===== src/rtl/core/ssh_pkg.sv =====
package ssh_pkg;

    // Start values and mixing constants of the three hashes.
    localparam logic [31:0] DJB_START = 32'd5381;
    localparam int          DJB_SHIFT = 5;
    localparam logic [31:0] CRC_START = 32'hFFFF_FFFF;
    localparam logic [31:0] CRC_POLY  = 32'hEDB8_8320;
    localparam logic [31:0] MIX_MULT  = 32'h5BD1_E995;
    localparam logic [31:0] MIX_START = 32'd0;
    localparam int          MIX_ROTL  = 13;

    typedef enum logic [1:0] {
        HASH_DJB2  = 2'd0,
        HASH_CRC32 = 2'd1,
        HASH_MIX   = 2'd2
    } hash_mode_t;

    // The select register is taken modulo three, so the unused code falls back to djb2.
    function automatic hash_mode_t select_to_mode(input logic [1:0] sel);
        hash_mode_t mode;
        begin
            unique case (sel)
                HASH_CRC32: mode = HASH_CRC32;
                HASH_MIX:   mode = HASH_MIX;
                default:    mode = HASH_DJB2;
            endcase
            return mode;
        end
    endfunction

    function automatic logic [31:0] start_value(input hash_mode_t mode);
        logic [31:0] value;
        begin
            unique case (mode)
                HASH_CRC32: value = CRC_START;
                HASH_MIX:   value = MIX_START;
                default:    value = DJB_START;
            endcase
            return value;
        end
    endfunction

endpackage


===== src/rtl/core/selectable_string_hash.sv =====
// A result is registered from the input register once it holds the byte marked last.
// Throughput: one byte per cycle, unless a finished string waits on an untaken result;
// the hash update loop, which holds the 32-bit constant multiplier of the mix hash, sets that rate.
// Reset (aresetn low, synchronous): both channels empty, no string in progress,
// hash select back to djb2.
module selectable_string_hash
    import ssh_pkg::*;
(
    input  logic        aclk,
    input  logic        aresetn,

    // Configuration: hash select, 0 djb2, 1 crc32, 2 multiply-rotate mix.
    input  logic        cfg_wr_en,
    input  logic [1:0]  cfg_wr_data,

    input  logic        s_tvalid,
    output logic        s_tready,
    input  logic [7:0]  s_tdata,    // [7:0] char_byte
    input  logic        s_tuser,    // [0] byte_present
    input  logic        s_tlast,    // last_byte

    output logic        m_tvalid,
    input  logic        m_tready,
    output logic [31:0] m_tdata     // [31:0] hash_value
);

    // Configuration register. The user writes it only while the block is idle; the block
    // does not enforce it. Sampled when the first byte of a string reaches the hash stage.
    logic [1:0] hash_select_reg;

    // Input register: one transfer waits here for the hash stage.
    logic       in_valid_reg, in_valid_next;
    logic [7:0] in_byte_reg;
    logic       in_present_reg;
    logic       in_last_reg;

    // Running state of the string in progress.
    logic        active_reg, active_next;
    hash_mode_t  mode_reg, mode_next;
    logic [31:0] hash_reg, hash_next;

    // Result register.
    logic        out_valid_reg, out_valid_next;
    logic [31:0] out_hash_reg, out_hash_next;

    logic        advance;
    logic        process;
    hash_mode_t  cur_mode;
    logic [31:0] base_hash;
    logic [31:0] absorbed;
    logic [31:0] hash_upd;
    logic [31:0] final_hash;

    // The held item moves on unless it would produce a result while the previous
    // result has not yet been taken. Items that produce no result always move on.
    assign advance  = in_valid_reg && !(in_last_reg && out_valid_reg && !m_tready);
    assign s_tready = !in_valid_reg || advance;

    // An item with neither a byte nor the last mark does nothing at all; in
    // particular it does not open a string.
    assign process = advance && (in_present_reg || in_last_reg);

    // At the start of a string the mode is taken from the select register and the
    // hash begins from that mode's start value; otherwise the latched state is used.
    assign cur_mode  = active_reg ? mode_reg : select_to_mode(hash_select_reg);
    assign base_hash = active_reg ? hash_reg : start_value(cur_mode);

    ssh_absorb u_absorb (
        .mode      (cur_mode),
        .hash_in   (base_hash),
        .char_byte (in_byte_reg),
        .hash_out  (absorbed)
    );

    assign hash_upd   = in_present_reg ? absorbed : base_hash;
    // The CRC is inverted on the way out.
    assign final_hash = (cur_mode == HASH_CRC32) ? ~hash_upd : hash_upd;

    always_comb begin
        in_valid_next  = in_valid_reg;
        active_next    = active_reg;
        mode_next      = mode_reg;
        hash_next      = hash_reg;
        out_valid_next = out_valid_reg;
        out_hash_next  = out_hash_reg;

        if (s_tready) begin
            in_valid_next = s_tvalid;
        end

        if (process) begin
            mode_next   = cur_mode;
            hash_next   = hash_upd;
            active_next = !in_last_reg;
        end

        if (out_valid_reg && m_tready) begin
            out_valid_next = 1'b0;
        end
        if (advance && in_last_reg) begin
            out_valid_next = 1'b1;
            out_hash_next  = final_hash;
        end
    end

    always_ff @(posedge aclk) begin
        if (!aresetn) begin
            hash_select_reg <= 2'(HASH_DJB2);
            in_valid_reg    <= 1'b0;
            active_reg      <= 1'b0;
            mode_reg        <= HASH_DJB2;
            hash_reg        <= DJB_START;
            out_valid_reg   <= 1'b0;
        end else begin
            if (cfg_wr_en) begin
                hash_select_reg <= cfg_wr_data;
            end
            in_valid_reg  <= in_valid_next;
            active_reg    <= active_next;
            mode_reg      <= mode_next;
            hash_reg      <= hash_next;
            out_valid_reg <= out_valid_next;
        end
    end

    // Payload registers carry no reset.
    always_ff @(posedge aclk) begin
        if (s_tvalid && s_tready) begin
            in_byte_reg    <= s_tdata;
            in_present_reg <= s_tuser;
            in_last_reg    <= s_tlast;
        end
        out_hash_reg <= out_hash_next;
    end

    assign m_tvalid = out_valid_reg;
    assign m_tdata  = out_hash_reg;

    // A new result only ever follows the hash stage finishing a string.
    a_result_from_last: assert property (@(posedge aclk) disable iff (!aresetn)
        $rose(out_valid_reg) |-> $past(in_valid_reg && in_last_reg))
        else $error("result raised without a finished string");

    // A finished string must not overwrite a result that is still waiting.
    a_no_overwrite: assert property (@(posedge aclk) disable iff (!aresetn)
        (in_valid_reg && in_last_reg && out_valid_reg && !m_tready) |-> !s_tready)
        else $error("input accepted while a finished string is blocked");

    // Emitting a hash closes the string, so the next one reloads its start value.
    a_string_closed: assert property (@(posedge aclk) disable iff (!aresetn)
        (advance && in_last_reg) |=> !active_reg)
        else $error("string still open after its hash was emitted");

endmodule


===== src/rtl/core/ssh_absorb.sv =====
module ssh_absorb
    import ssh_pkg::*;
(
    input  hash_mode_t  mode,
    input  logic [31:0] hash_in,
    input  logic [7:0]  char_byte,
    output logic [31:0] hash_out
);

    logic [31:0] byte_ext;
    logic [31:0] djb_hash;
    logic [31:0] crc_hash;
    logic [31:0] mix_in;
    logic [31:0] mix_prod;
    logic [31:0] mix_hash;

    // The byte is read as a signed char.
    assign byte_ext = {{24{char_byte[7]}}, char_byte};

    assign djb_hash = (hash_in << DJB_SHIFT) + hash_in + byte_ext;

    // Reflected CRC-32 polynomial on the sign-extended byte: eight shift-and-reduce steps.
    always_comb begin
        logic [31:0] crc;
        crc = hash_in ^ byte_ext;
        for (int i = 0; i < 8; i++) begin
            crc = (crc >> 1) ^ (crc[0] ? CRC_POLY : 32'd0);
        end
        crc_hash = crc;
    end

    assign mix_in   = hash_in ^ byte_ext;
    assign mix_prod = mix_in * MIX_MULT;
    assign mix_hash = {mix_prod[31-MIX_ROTL:0], mix_prod[31:32-MIX_ROTL]};

    always_comb begin
        unique case (mode)
            HASH_CRC32: hash_out = crc_hash;
            HASH_MIX:   hash_out = mix_hash;
            default:    hash_out = djb_hash;
        endcase
    end

endmodule

===== config.mk =====
export PLATFORM = sky130hd
export DESIGN_NAME = selectable_string_hash
export DESIGN_NICKNAME = d
export VERILOG_FILES = /design/src/rtl/core/ssh_pkg.sv /design/src/rtl/core/selectable_string_hash.sv /design/src/rtl/core/ssh_absorb.sv
export SDC_FILE = /design/constraint.sdc
export NUM_CORES = 1
export LEC_CHECK = 0
export BUFFER_PORTS_ARGS = -buffer_cell sky130_fd_sc_hd__buf_2
export CELL_PAD_IN_SITES_DETAIL_PLACEMENT = 1
export CELL_PAD_IN_SITES_GLOBAL_PLACEMENT = 1
export CORE_MARGIN = 3
export CORE_UTILIZATION = 51
export CTS_CLUSTER_SIZE = 24
export DETAILED_ROUTE_END_ITERATION = 16
export PLACE_DENSITY = 0.9
export SYNTH_ARGS = -nofsm -noshare
export SYNTH_HDL_FRONTEND = slang
export SYNTH_HIERARCHICAL = 1
export SYNTH_SLANG_ARGS = --single-unit

===== constraint.sdc =====
create_clock -name aclk -period 9.7 [get_ports aclk]
set_input_delay 1.94 -clock aclk [delete_from_list [all_inputs] [get_ports aclk]]
set_output_delay 1.94 -clock aclk [all_outputs]
set_load 0.05 [all_outputs]

# Yosys cells after proc, flatten, opt, wreduce, memory -nomap -nowiden
# Index checks and enable logic that the tools add are counted.
# W data, S select, Z words.
# word_totals
elab_cells	58
mem_bits_rw	0
rom_bits	0
memories	0
latchBits	0
in_bits	17
out_inout_bits	34
reg_bits	81
# op_classes
div	0
reduce_logical	14
n_shift	0
magnitude_cmp	0
bitwise	10
mul	1
eq_ne	4
n_addsub	2
n_mux	17
# ops
cell	count
$mux W32	11
$xor A31 B32 Y32	8
$pmux W32 S2	2
$add A32 B32 Y32	2
$mul A32 B31 Y32 const B	1
$not A32 Y32	1
$xor A32 B32 Y32	1
$logic_and A1 B1 Y1	7
$eq A2 B1 Y1 const B	2
$eq A2 B2 Y1 const B	2
$logic_not A1 Y1	4
$pmux W2 S2	1
$logic_or A1 B1 Y1	2
$mux W1	2
$mux W2	1
$reduce_bool A2 Y1	1

# Logic depth before layout (Yosys ltp)
# Gate-level depths: netlist (run 1).
# logic_depth
word_depth	27
mapped_depth	38

# Cells and area by module
# The synthesis (run 1) kept the hierarchy.
# modules_own_cells
mod	cells_per_inst	area_each_um2	n_inst
ssh_absorb	1417	12451.9	1
selectable_string_hash	367	3837.4	1

# Least setup slack after synthesis (run 1)
# Ideal clock, no wire load.
# synth_timing
path_type	register to register
from	register in_byte_reg[7]
to	register out_hash_reg[11] (netlist: m_tdata[11]), data pin
path_buffers	3
slack_ns	1.424
arrival_time_ns	8.010
path_stages_with_launch	32
setup_time_ns	0.265
required_time_ns	9.435
path_cell_list	edfxtp_1 > buf_4 > buf_2 > buf_4 > xor2_1 > clkinv_1 > fa_1 > inv_1 > ha_1 > inv_1 > fa_1 > fa_1 > inv_1 > ha_1 > fa_1 > fa_1 > inv_1 > fa_1 > inv_1 > ha_1 > a21o_1 > a21o_1 > a21o_1 > a31o_2 > nor3_1 > a21oi_1 > a41oi_1 > a2111oi_0 > o31ai_1 > nor2b_1 > a21oi_1 > xor2_1
# synth_via
elab_chain_cells	13
# synth_rtl
element	line_no	rtl
start, declared	selectable_string_hash.sv:33	logic [7:0] in_byte_reg;
start signal, assigned	selectable_string_hash.sv:129	in_byte_reg <= s_tdata;
parallel branches: the longest is 9 deep, another holds $mul A32 B31 Y32	n/a	
$pmux W32 S2 *	ssh_absorb.sv:37	unique case (mode)
net absorbed[11]	selectable_string_hash.sv:50	logic [31:0] absorbed;
$mux W32 *	selectable_string_hash.sv:75	assign hash_upd = in_present_reg ? absorbed : base_hash;
$not A32 Y32	selectable_string_hash.sv:77	assign final_hash = (cur_mode == HASH_CRC32) ? ~hash_upd : hash_upd;
$mux W32 *	selectable_string_hash.sv:77	
net final_hash[11]	selectable_string_hash.sv:52	logic [31:0] final_hash;
end signal, assigned	selectable_string_hash.sv:133	out_hash_reg <= out_hash_next;
end, declared	selectable_string_hash.sv:44	logic [31:0] out_hash_reg, out_hash_next;
# Mark *: on every way through the listed nets, which the timed path passes.
# A chain may end at the register's enable or synchronous reset.

# Worst setup path in the final report (run 1)
# layout_timing
from	register active_reg
to	register out_hash_reg[10] (netlist: m_tdata[10]), data pin
# layout_lines
element	line_no	rtl
start, declared	selectable_string_hash.sv:38	logic active_reg, active_next;
start signal, assigned	selectable_string_hash.sv:119	active_reg <= active_next;
$mux W2	selectable_string_hash.sv:65	assign cur_mode = active_reg ? mode_reg : select_to_mode(hash_select_reg);
$eq A2 B2 Y1 or $eq A2 B1 Y1 (tied branches)	ssh_pkg.sv:34	unique case (mode)
$pmux W32 S2	ssh_pkg.sv:34	
$mux W32 *	selectable_string_hash.sv:66	assign base_hash = active_reg ? hash_reg : start_value(cur_mode);
net base_hash[16]	selectable_string_hash.sv:49	logic [31:0] base_hash;
$xor A32 B32 Y32 *	ssh_absorb.sv:32	assign mix_in = hash_in ^ byte_ext;
$mul A32 B31 Y32 *	ssh_absorb.sv:33	assign mix_prod = mix_in * MIX_MULT;
$pmux W32 S2 *	ssh_absorb.sv:37	
net absorbed[10]	selectable_string_hash.sv:50	
$mux W32 *	selectable_string_hash.sv:75	
$not A32 Y32	selectable_string_hash.sv:77	
$mux W32 *	selectable_string_hash.sv:77	
net final_hash[10]	selectable_string_hash.sv:52	
# The timed path passes the listed nets; every way through them passes the cells marked *.

==> results of run 1 <==
[per-stage QoR]
stage                     setup WS [ns]  cells  area, um^2
after global routing              0.257   2211       17300
after global placement             1.08   2195       16900
final                             0.662   2213       17300
after detailed placement          0.992   2195       16900
after floorplan                    1.42   1784       16300
after CTS                         0.802   2211       17300
[cell usage in the layout, fill, tap and decap left out, drive strengths merged, types with 36 or more instances in the layout]
master  instances
fa            193
nand2         129
o21ai          38
ha            205
nor2           66
edfxtp         42
xnor2         136
buf            94
nor2b          36
dfxtp          39
inv           309
xor2          114
a21oi         121
[path summary, 6_finish.rpt]
kind         slack, ns           to  depth (start not counted)        start
max reg2reg       0.66  m_tdata[10]                         28   active_reg
min reg2reg       0.49  mode_reg[0]                          2  mode_reg[0]
min               0.49  mode_reg[0]                          2  mode_reg[0]
max               0.66  m_tdata[10]                         28   active_reg
[area by class of cell]
cell class	count	share of cell area, %
sequential	81	11.8
multi-input combinational	1314	73.3
clock inverter	4	0.442
timing repair buffer	94	3.36
antenna	2	0.0290
inverter	310	6.74
tap	396	2.87
clock buffer	12	1.43
[critical path, delay by kind of cell (launching register included)]
family | cells | cell delay (ns)
mux | 1 | 0.17
fa+ha+maj | 8 | 3.82
flops | 1 | 0.59
simple gates | 4 | 1.01
xor+xnor | 2 | 0.83
compound gates | 8 | 1.67
buf+inv | 5 | 0.64
[cells by family after synthesis]
kind of cell / count (synthesis) / share of synthesized area (%)
adder cells (fa/ha/maj): 401 / 39.6
AND/OR/NAND/NOR: 327 / 9.66
AO/OA/AOI/OAI: 328 / 13.9
flip-flops: 81 / 12.5
XOR/XNOR: 251 / 14.0
multiplexers: 7 / 0.430
buffers and inverters: 389 / 9.84
[layer usage]
layer | global-route usage [%] | share of wire (%) | up-vias
met5 | 0 | 0.036 | -
met4 | 16.4 | 5.9 | 4
met3 | 7.07 | 9.0 | 241
met2 | 56.3 | 46 | 693
met1 | 44.6 | 39 | 6866
li1 | - | - | 5850
==> results.md, run 1 <==
* CTS tree: yes
* Synthesized area per cell at about 9.1 um^2
* Area share of the largest cell type after synthesis at between 20% and 30%
* Average routed wire per standard cell at around 26 um
* Footprint of the multi-input gates at around 0.013 mm^2
* Clock buffer depth at 2
* Die Y at between 150 and 200 um
* Ports at a little over 50
* Fill count at around 3600
* Final setup fails at 0
* Row count at 64
* Starting Density at 52.4%
* Gr usage total at a little over a third
* Fin. Hold Viols at 0
* Port bufs at 50
* Vias in the first global route at around 15000
* Via-to-Cell Ratio at between 6 and 7
* Critical path arrival at ~9 ns
* Most frequent CP cell: fa_1
* Worst Tran Pin Value at around 1.3 ns
* Post-CTS setup buffer count at 0
* Final period utilization at between 90% and 100%
* Synth cell types at between 70 and 80
* Post-synth ARST share at 0%
* Via Count at ~14000
* Worst-Skew Late Latency at around 0.35 ns
* GRT overflow at 0
* GPL Wtd Cong at between 1 and 1.5
* Die ar. at between 0.03 and 0.04 mm^2
* Die width at 185 um
* Post-layout min period at around 9.0 ns
* CP max stage cell: xor2_1
* Sequential cell area at 0.00204 mm^2
* Cts repair resizes at 0
* First-pass GRT wire length at 88800 um
* H-tree levels at 3
* Largest net degree at the start of global routing at 67
* Synth Flop Type: edfxtp_1
* Slew Viols, Final at 0
* Clk root buf: clkbuf_16
* Status: finished, final reports clean
* Sum Neg Setup Slack at 0 ns
* Synth area leader: fa_1
* Share of cells above drive strength 1 at around 8.6%
* Max cap viols at 0
* Synth Register Bits at 81
* Dpl hpwl at between 40000 and 50000 um
* Hold_buf cts at 0
* Number of synthesized flops with an enable pin at 42
* RSZ-0062 raised after global routing: no
* Crit path capture type: register
* Final design utilization at 55.5%
* Max incr delay on CP at roughly 0.65 ns
* Register area share after synthesis at approximately 13%
* Startpoint types: register
* Synth warnings at 6
* Layout net count at roughly 2200
* Mapped Cells at approximately 1800
* Initial drt markers at 1253
* Clock sinks at around 80
* Worst EP required at between 9 and 10 ns
* Residual DRC at 0
* Area Growth Syn to Fin at 5.95%
* Worst-path clk slew at approximately 0.070 ns
* TritonCTS buffer count at 9
* Critical path type: register to register
* Skew final at between 0.01 and 0.015 ns
* Class of the worst hold path: register to register
* Core Region at about 0.031 mm^2
* Post-DRT Antenna Nets at 0
* Post-Route WL at approximately 60000 um
* Crit-path max FO at 35
* Antenna violations before repair at 4
* Post-Syn Area at roughly 0.016 mm^2
* Final hold slack at between 0.4 and 0.5 ns
* Rel. slew slack at 11.1%
* Commonest cells in the netlist: inv_1 (308), ha_1 (205), fa_1 (193)
* First-pass detailed-route iteration total at 5
* Highest clock rate at ~0.11 GHz
* Synthesized net count at between 2000 and 2500
* Top-count cell post-synth: inv_1
* Leading post-synthesis cells by cell area: fa_1 (24%), ha_1 (16%), edfxtp_1 (7.7%), xnor2_1 (7.2%), inv_1 (7.1%)
Power of run 1 is not shown: default switching activity piles up to over one toggle a cycle in this logic, so the estimate is an artifact.
==> inputs of run 2 (changes only) <==
Settings changed: BUFFER_PORTS_ARGS -buffer_cell sky130_fd_sc_hd__buf_2 to -buffer_cell sky130_fd_sc_hd__buf_4, RECOVER_POWER from default to 50.
==> run 2 against run 1 <==
Effect of this change:
- critical path type unchanged
- global-route usage is 0.60 points lower
- first-iteration DRC count is 11% lower
- clock-buffer cell count decreased by 3
- via count fell by 0.74%
- setup slack worse by 0.011 ns
- core utilization decreased by 0.12 points
- final cell count about the same
- register-to-register slack about the same
- die area stayed put
==> results.md, run 2 (synthesized netlist as in run 1, its figures left out) <==
* Status: finished, final reports clean
* RR Startpoint: active_reg
* Layout net count at 2225 (unchanged)
* Skew final at 0.00464 ns (-0.00795 ns)
* H-tree levels at 3 (unchanged)
* Fin. Hold Viols at 0 (unchanged)
* Antenna violations before repair at 1 (-3)
* Sum Neg Setup Slack at 0 ns (unchanged)
* First-pass detailed-route iteration total at 6 (+1)
* Worst EP required at 9.79 ns (+0.02 ns)
* Crit-path max FO at 23 (-34%)
* Worst Tran Pin Value at 1.40 ns (+0.0834 ns)
* Critical path type: register to register
* Max cap viols at 0 (unchanged)
* Die ar. at 0.0341 mm^2 (unchanged)
* Crit Reg-Reg Endpoint: m_tdata[5]
* Non-filler cells, final at 2212 (-0.045%)
* Clock buffer depth at 2 (unchanged)
* Placed cell count at 2195 (unchanged)
* First-pass GRT wire length at 87300 um (-1.7%)
* Ports at 51 (unchanged)
* Critical path startpoint: active_reg
* Post-CTS setup buffer count at 0 (unchanged)
* Post-DRT Antenna Nets at 0 (unchanged)
* CTS tree: yes
* Max incr delay on CP at 0.60 ns (-0.05 ns)
* Residual DRC at 0 (unchanged)
* Most frequent cells in the layout: inv_1 (308), ha_1 (205), fa_1 (193)
* Starting Density at 52.4% (unchanged)
* Largest net degree at the start of global routing at 67 (unchanged)
* Hold_buf cts at 0 (unchanged)
* Area Growth Syn to Fin at 5.72%
* Crit path capture type: register
* Clk root buf: clkbuf_16
* Post-Route WL at 57800 um (-1.2%)
* Crit path capture: m_tdata[5]
* Die width at 185 um (unchanged)
* Die Y at 185 um (unchanged)
* Worst reg2reg setup slack at 0.65 ns (about the same)
* Port bufs at 50 (unchanged)
* Worst-Skew Late Latency at 0.35 ns (about the same)
* GPL Wtd Cong at 1.04 (+1.1%)
* Vias in the first global route at 14686 (-0.74%)
* RSZ-0062 raised after global routing: no
* GRT overflow at 0 (unchanged)
* Worst-path clk slew at 0.06 ns (about the same)
* Final design utilization at 55.4% (-0.12 points)
* Post-layout min period at 9.05 ns (+0.0106 ns)
* Final period utilization at 93.3% (+0.11 points)
* Cts repair resizes at 0 (unchanged)
* Most common cell after layout, fill and taps aside: inv_1
* Slew Viols, Final at 0 (unchanged)
* Reg2Reg Depth at 29 (+3.6%)
* Class of the worst hold path: register to register
* Highest clock rate at 0.111 GHz (-0.12%)
* Rel. slew slack at 6.38% (-4.7 points)
* Share of cells above drive strength 1 at 6.67% (-1.9 points)
* Critical path arrival at 9.13 ns (+0.03 ns)
* Via Count at 13553 (-0.74%)
* CP max stage cell: dfxtp_2
* Core Region at 0.0311 mm^2 (unchanged)
* Average routed wire per standard cell at 26.1 um (-1.1%)
* Startpoint types: register
* TritonCTS buffer count at 9 (unchanged)
* Clock sinks at 81 (unchanged)
* Final setup fails at 0 (unchanged)
* Initial drt markers at 1115 (-11%)
* Via-to-Cell Ratio at 6.13 (-0.69%)
* Final hold slack at 0.484 ns (-0.00938 ns)
* Gr usage total at 34.1% (-0.60 points)
* Row count at 64 (unchanged)
* Dpl hpwl at 47400 um (+1.3%)
[run 2: critical path: cells and delay by family (launching register included)]
| family | cells | cell delay, ns |
|---|---|---|
| flops | 1 | 0.60 |
| buf+inv | 6 | 0.59 |
| xor+xnor | 3 | 1.11 |
| fa+ha+maj | 10 | 4.15 |
| simple gates | 4 | 0.90 |
| compound gates | 6 | 1.43 |
[run 2: stage by stage]
| step | setup WS, ns | area [um^2] |
|---|---|---|
| after floorplan | 1.42 | 16300 |
| after global placement | 1.00 | 17100 |
| after detailed placement | 0.840 | 17100 |
| after CTS | 0.767 | 17400 |
| after global routing | 0.267 | 17200 |
| final | 0.651 | 17200 |
[run 2: worst min path at each step]
stage / slack, ns / start / end / cells after the start
3_3_place_gp: 0.44 / mode_reg[0] / mode_reg[0] / 2
4_1_cts: 0.49 / hash_reg[10] / hash_reg[10] / 1
3_5_place_dp: 0.47 / hash_reg[10] / hash_reg[10] / 1
2_1_floorplan: 0.43 / mode_reg[0] / mode_reg[0] / 2
6_report: 0.48 / hash_reg[10] / hash_reg[10] / 1
5_1_grt: 0.51 / hash_reg[10] / hash_reg[10] / 1
[run 2: layout make-up]
type	instances	area [um^2]
sequential	81	2040
clock buffer	9	225
timing repair buffer	94	571
clock inverter	7	76.3
inverter	310	1160
multi-input combinational	1314	12600
fill	3599	13800
antenna	1	2.50
tap	396	495
[run 2: per-layer routing]
| layer | vias up | global-route usage, % | wire length, um | part of all wire, % |
|---|---|---|---|---|
| met1 | 6862 | 43.6 | 23000 | 40 |
| met2 | 611 | 55.8 | 26900 | 47 |
| met4 | 0 | 15.0 | 3160 | 5.5 |
| met3 | 210 | 7.38 | 4770 | 8.3 |
| met5 | - | 0 | 0 | 0 |
| li1 | 5870 | - | - | - |
Power of run 2 is left out for the same reason.
==> inputs of run 3 (changes only) <==
Settings changed: CORE_UTILIZATION 51 to 53, PLACE_DENSITY 0.9 to 0.93, RECOVER_POWER 50 to 100.
Clock period 9.7 ns to 10.9 ns, I/O delays scaled along.
==> run 3 against run 2 <==
Effect of this change:
- sequential cell count unchanged
- clock skew up 0.0014 ns
- first-iteration DRC count up 27%
- hold slack better by 0.019 ns
- wire length up 5.9%
- critical path depth unchanged
==> results.md, run 3 (synthesized netlist as in run 1, its figures left out) <==
* Clk root buf: clkbuf_16
* DP Area at 0.0170 mm^2 (-0.31%)
* Fill count at 3541 (-1.6%)
* Vias in the first global route at 15467 (+5.3%)
* Final design utilization at 57.1% (+1.7 points)
* Slew Viols, Final at 0 (unchanged)
* Final period utilization at 90.8% (-2.5 points)
* Via Count at 13939 (+2.8%)
* CTS tree: yes
* Worst EP required at 10.97 ns (+1.18 ns)
* Hold_buf cts at 0 (unchanged)
* Crit-path max FO at 57 (+150%)
* Sum Neg Setup Slack at 0 ns (unchanged)
* RSZ-0062 raised after global routing: no
* Post-layout min period at 9.90 ns (+0.850 ns)
* Share of cells above drive strength 1 at 5.25% (-1.4 points)
* Final setup fails at 0 (unchanged)
* CP max stage cell: xor2_1
* Residual DRC at 0 (unchanged)
* Clock sinks at 81 (unchanged)
* Ports at 51 (unchanged)
* Rel. slew slack at 2.62% (-3.8 points)
* Antenna violations before repair at 1 (unchanged)
* Row count at 63 (-1.6%)
* Startpoint types: register
* Largest net degree at the start of global routing at 67 (unchanged)
* Class of the worst hold path: register to register
* Area Growth Syn to Fin at 5.00%
* Fin. Hold Viols at 0 (unchanged)
* Clock buffer depth at 2 (unchanged)
* Dpl hpwl at 48900 um (+3.1%)
* Cts repair resizes at 0 (unchanged)
* GPL Wtd Cong at 0.998 (-3.9%)
* First-pass detailed-route iteration total at 5 (-1)
* Die ar. at 0.0329 mm^2 (-3.6%)
* Sequential cell area at 0.00204 mm^2 (unchanged)
* Via-to-Cell Ratio at 6.33 (+3.4%)
* Port bufs at 50 (unchanged)
* Max incr delay on CP at 0.96 ns (+0.36 ns)
* Die width at 181 um (-1.8%)
* Most frequent CP cell: fa_1
* GRT overflow at 0 (unchanged)
* Layout net count at 2219 (-0.27%)
* Post-Route WL at 61200 um (+5.9%)
* Crit path capture type: register
* Status: finished, final reports clean
* Post-DRT Antenna Nets at 0 (unchanged)
* Worst-path clk slew at 0.07 ns (about the same)
* H-tree levels at 3 (unchanged)
* Most common cell after layout, fill and taps aside: inv_1
* Footprint of the multi-input gates at 0.0126 mm^2 (-0.48%)
* Gr usage total at 37.0% (+2.9 points)
* Worst-Skew Late Latency at 0.34 ns (about the same)
* Skew final at 0.00603 ns (+0.00139 ns)
* Core Region at 0.0300 mm^2 (-3.6%)
* Die Y at 181 um (-1.8%)
* Highest clock rate at 0.101 GHz (-8.6%)
* Worst Tran Pin Value at 1.46 ns (+0.0564 ns)
* Critical path arrival at 9.97 ns (+0.84 ns)
* First-pass GRT wire length at 92900 um (+6.4%)
* TritonCTS buffer count at 9 (unchanged)
* Critical path type: register to register
* Starting Density at 54.4% (+2.0 points)
* Initial drt markers at 1417 (+27%)
* Most frequent cells in the layout: inv_1 (308), ha_1 (205), fa_1 (193)
* Design area at 0.0171 mm^2 (-0.68%)
* Average routed wire per standard cell at 27.8 um (+6.4%)
* Max cap viols at 0 (unchanged)
* Post-CTS setup buffer count at 0 (unchanged)
run 3: worst paths after layout:
kind / slack, ns / endpoint / start / depth (start not counted)
worst min register to register: 0.50 / hash_reg[8] / hash_reg[8] / 1
worst min-delay path: 0.50 / hash_reg[8] / hash_reg[8] / 1
worst max register to register: 1.00 / m_tdata[11] / hash_select_reg[0] / 29
worst max-delay path: 1.00 / m_tdata[11] / hash_select_reg[0] / 29
run 3: worst max-delay path: cells and delay by family (launching register included):
kind                     cells  cell delay, ns
flip-flops                   1            0.34
adder cells (fa/ha/maj)      8            3.37
AND/OR/NAND/NOR              4            1.42
AO/OA/AOI/OAI                9            2.06
XOR/XNOR                     4            2.18
buffers and inverters        4            0.22
run 3: final cells by class:
class | instances | share of cell area [%]
sequential | 81 | 11.9
inverter | 310 | 6.80
timing repair buffer | 88 | 2.98
clock inverter | 7 | 0.497
clock buffer | 9 | 1.32
antenna | 2 | 0.0293
tap | 390 | 2.85
multi-input combinational | 1314 | 73.6
run 3: per-stage QoR:
step,setup WS [ns],std cells,hold WS [ns]
after floorplan,2.62,1784,0.428
after global placement,1.62,2183,0.439
after global routing,0.766,2199,0.509
after CTS,1.29,2199,0.483
after detailed placement,1.39,2183,0.477
final,1.00,2201,0.503
run 3: routing by layer:
layer,global-route usage (%),share of wire (%)
met1,44.7,36
met3,8.62,9.8
met4,22.1,7.9
met5,0,0
met2,60.1,46
Power of run 3 is left out for the same reason.
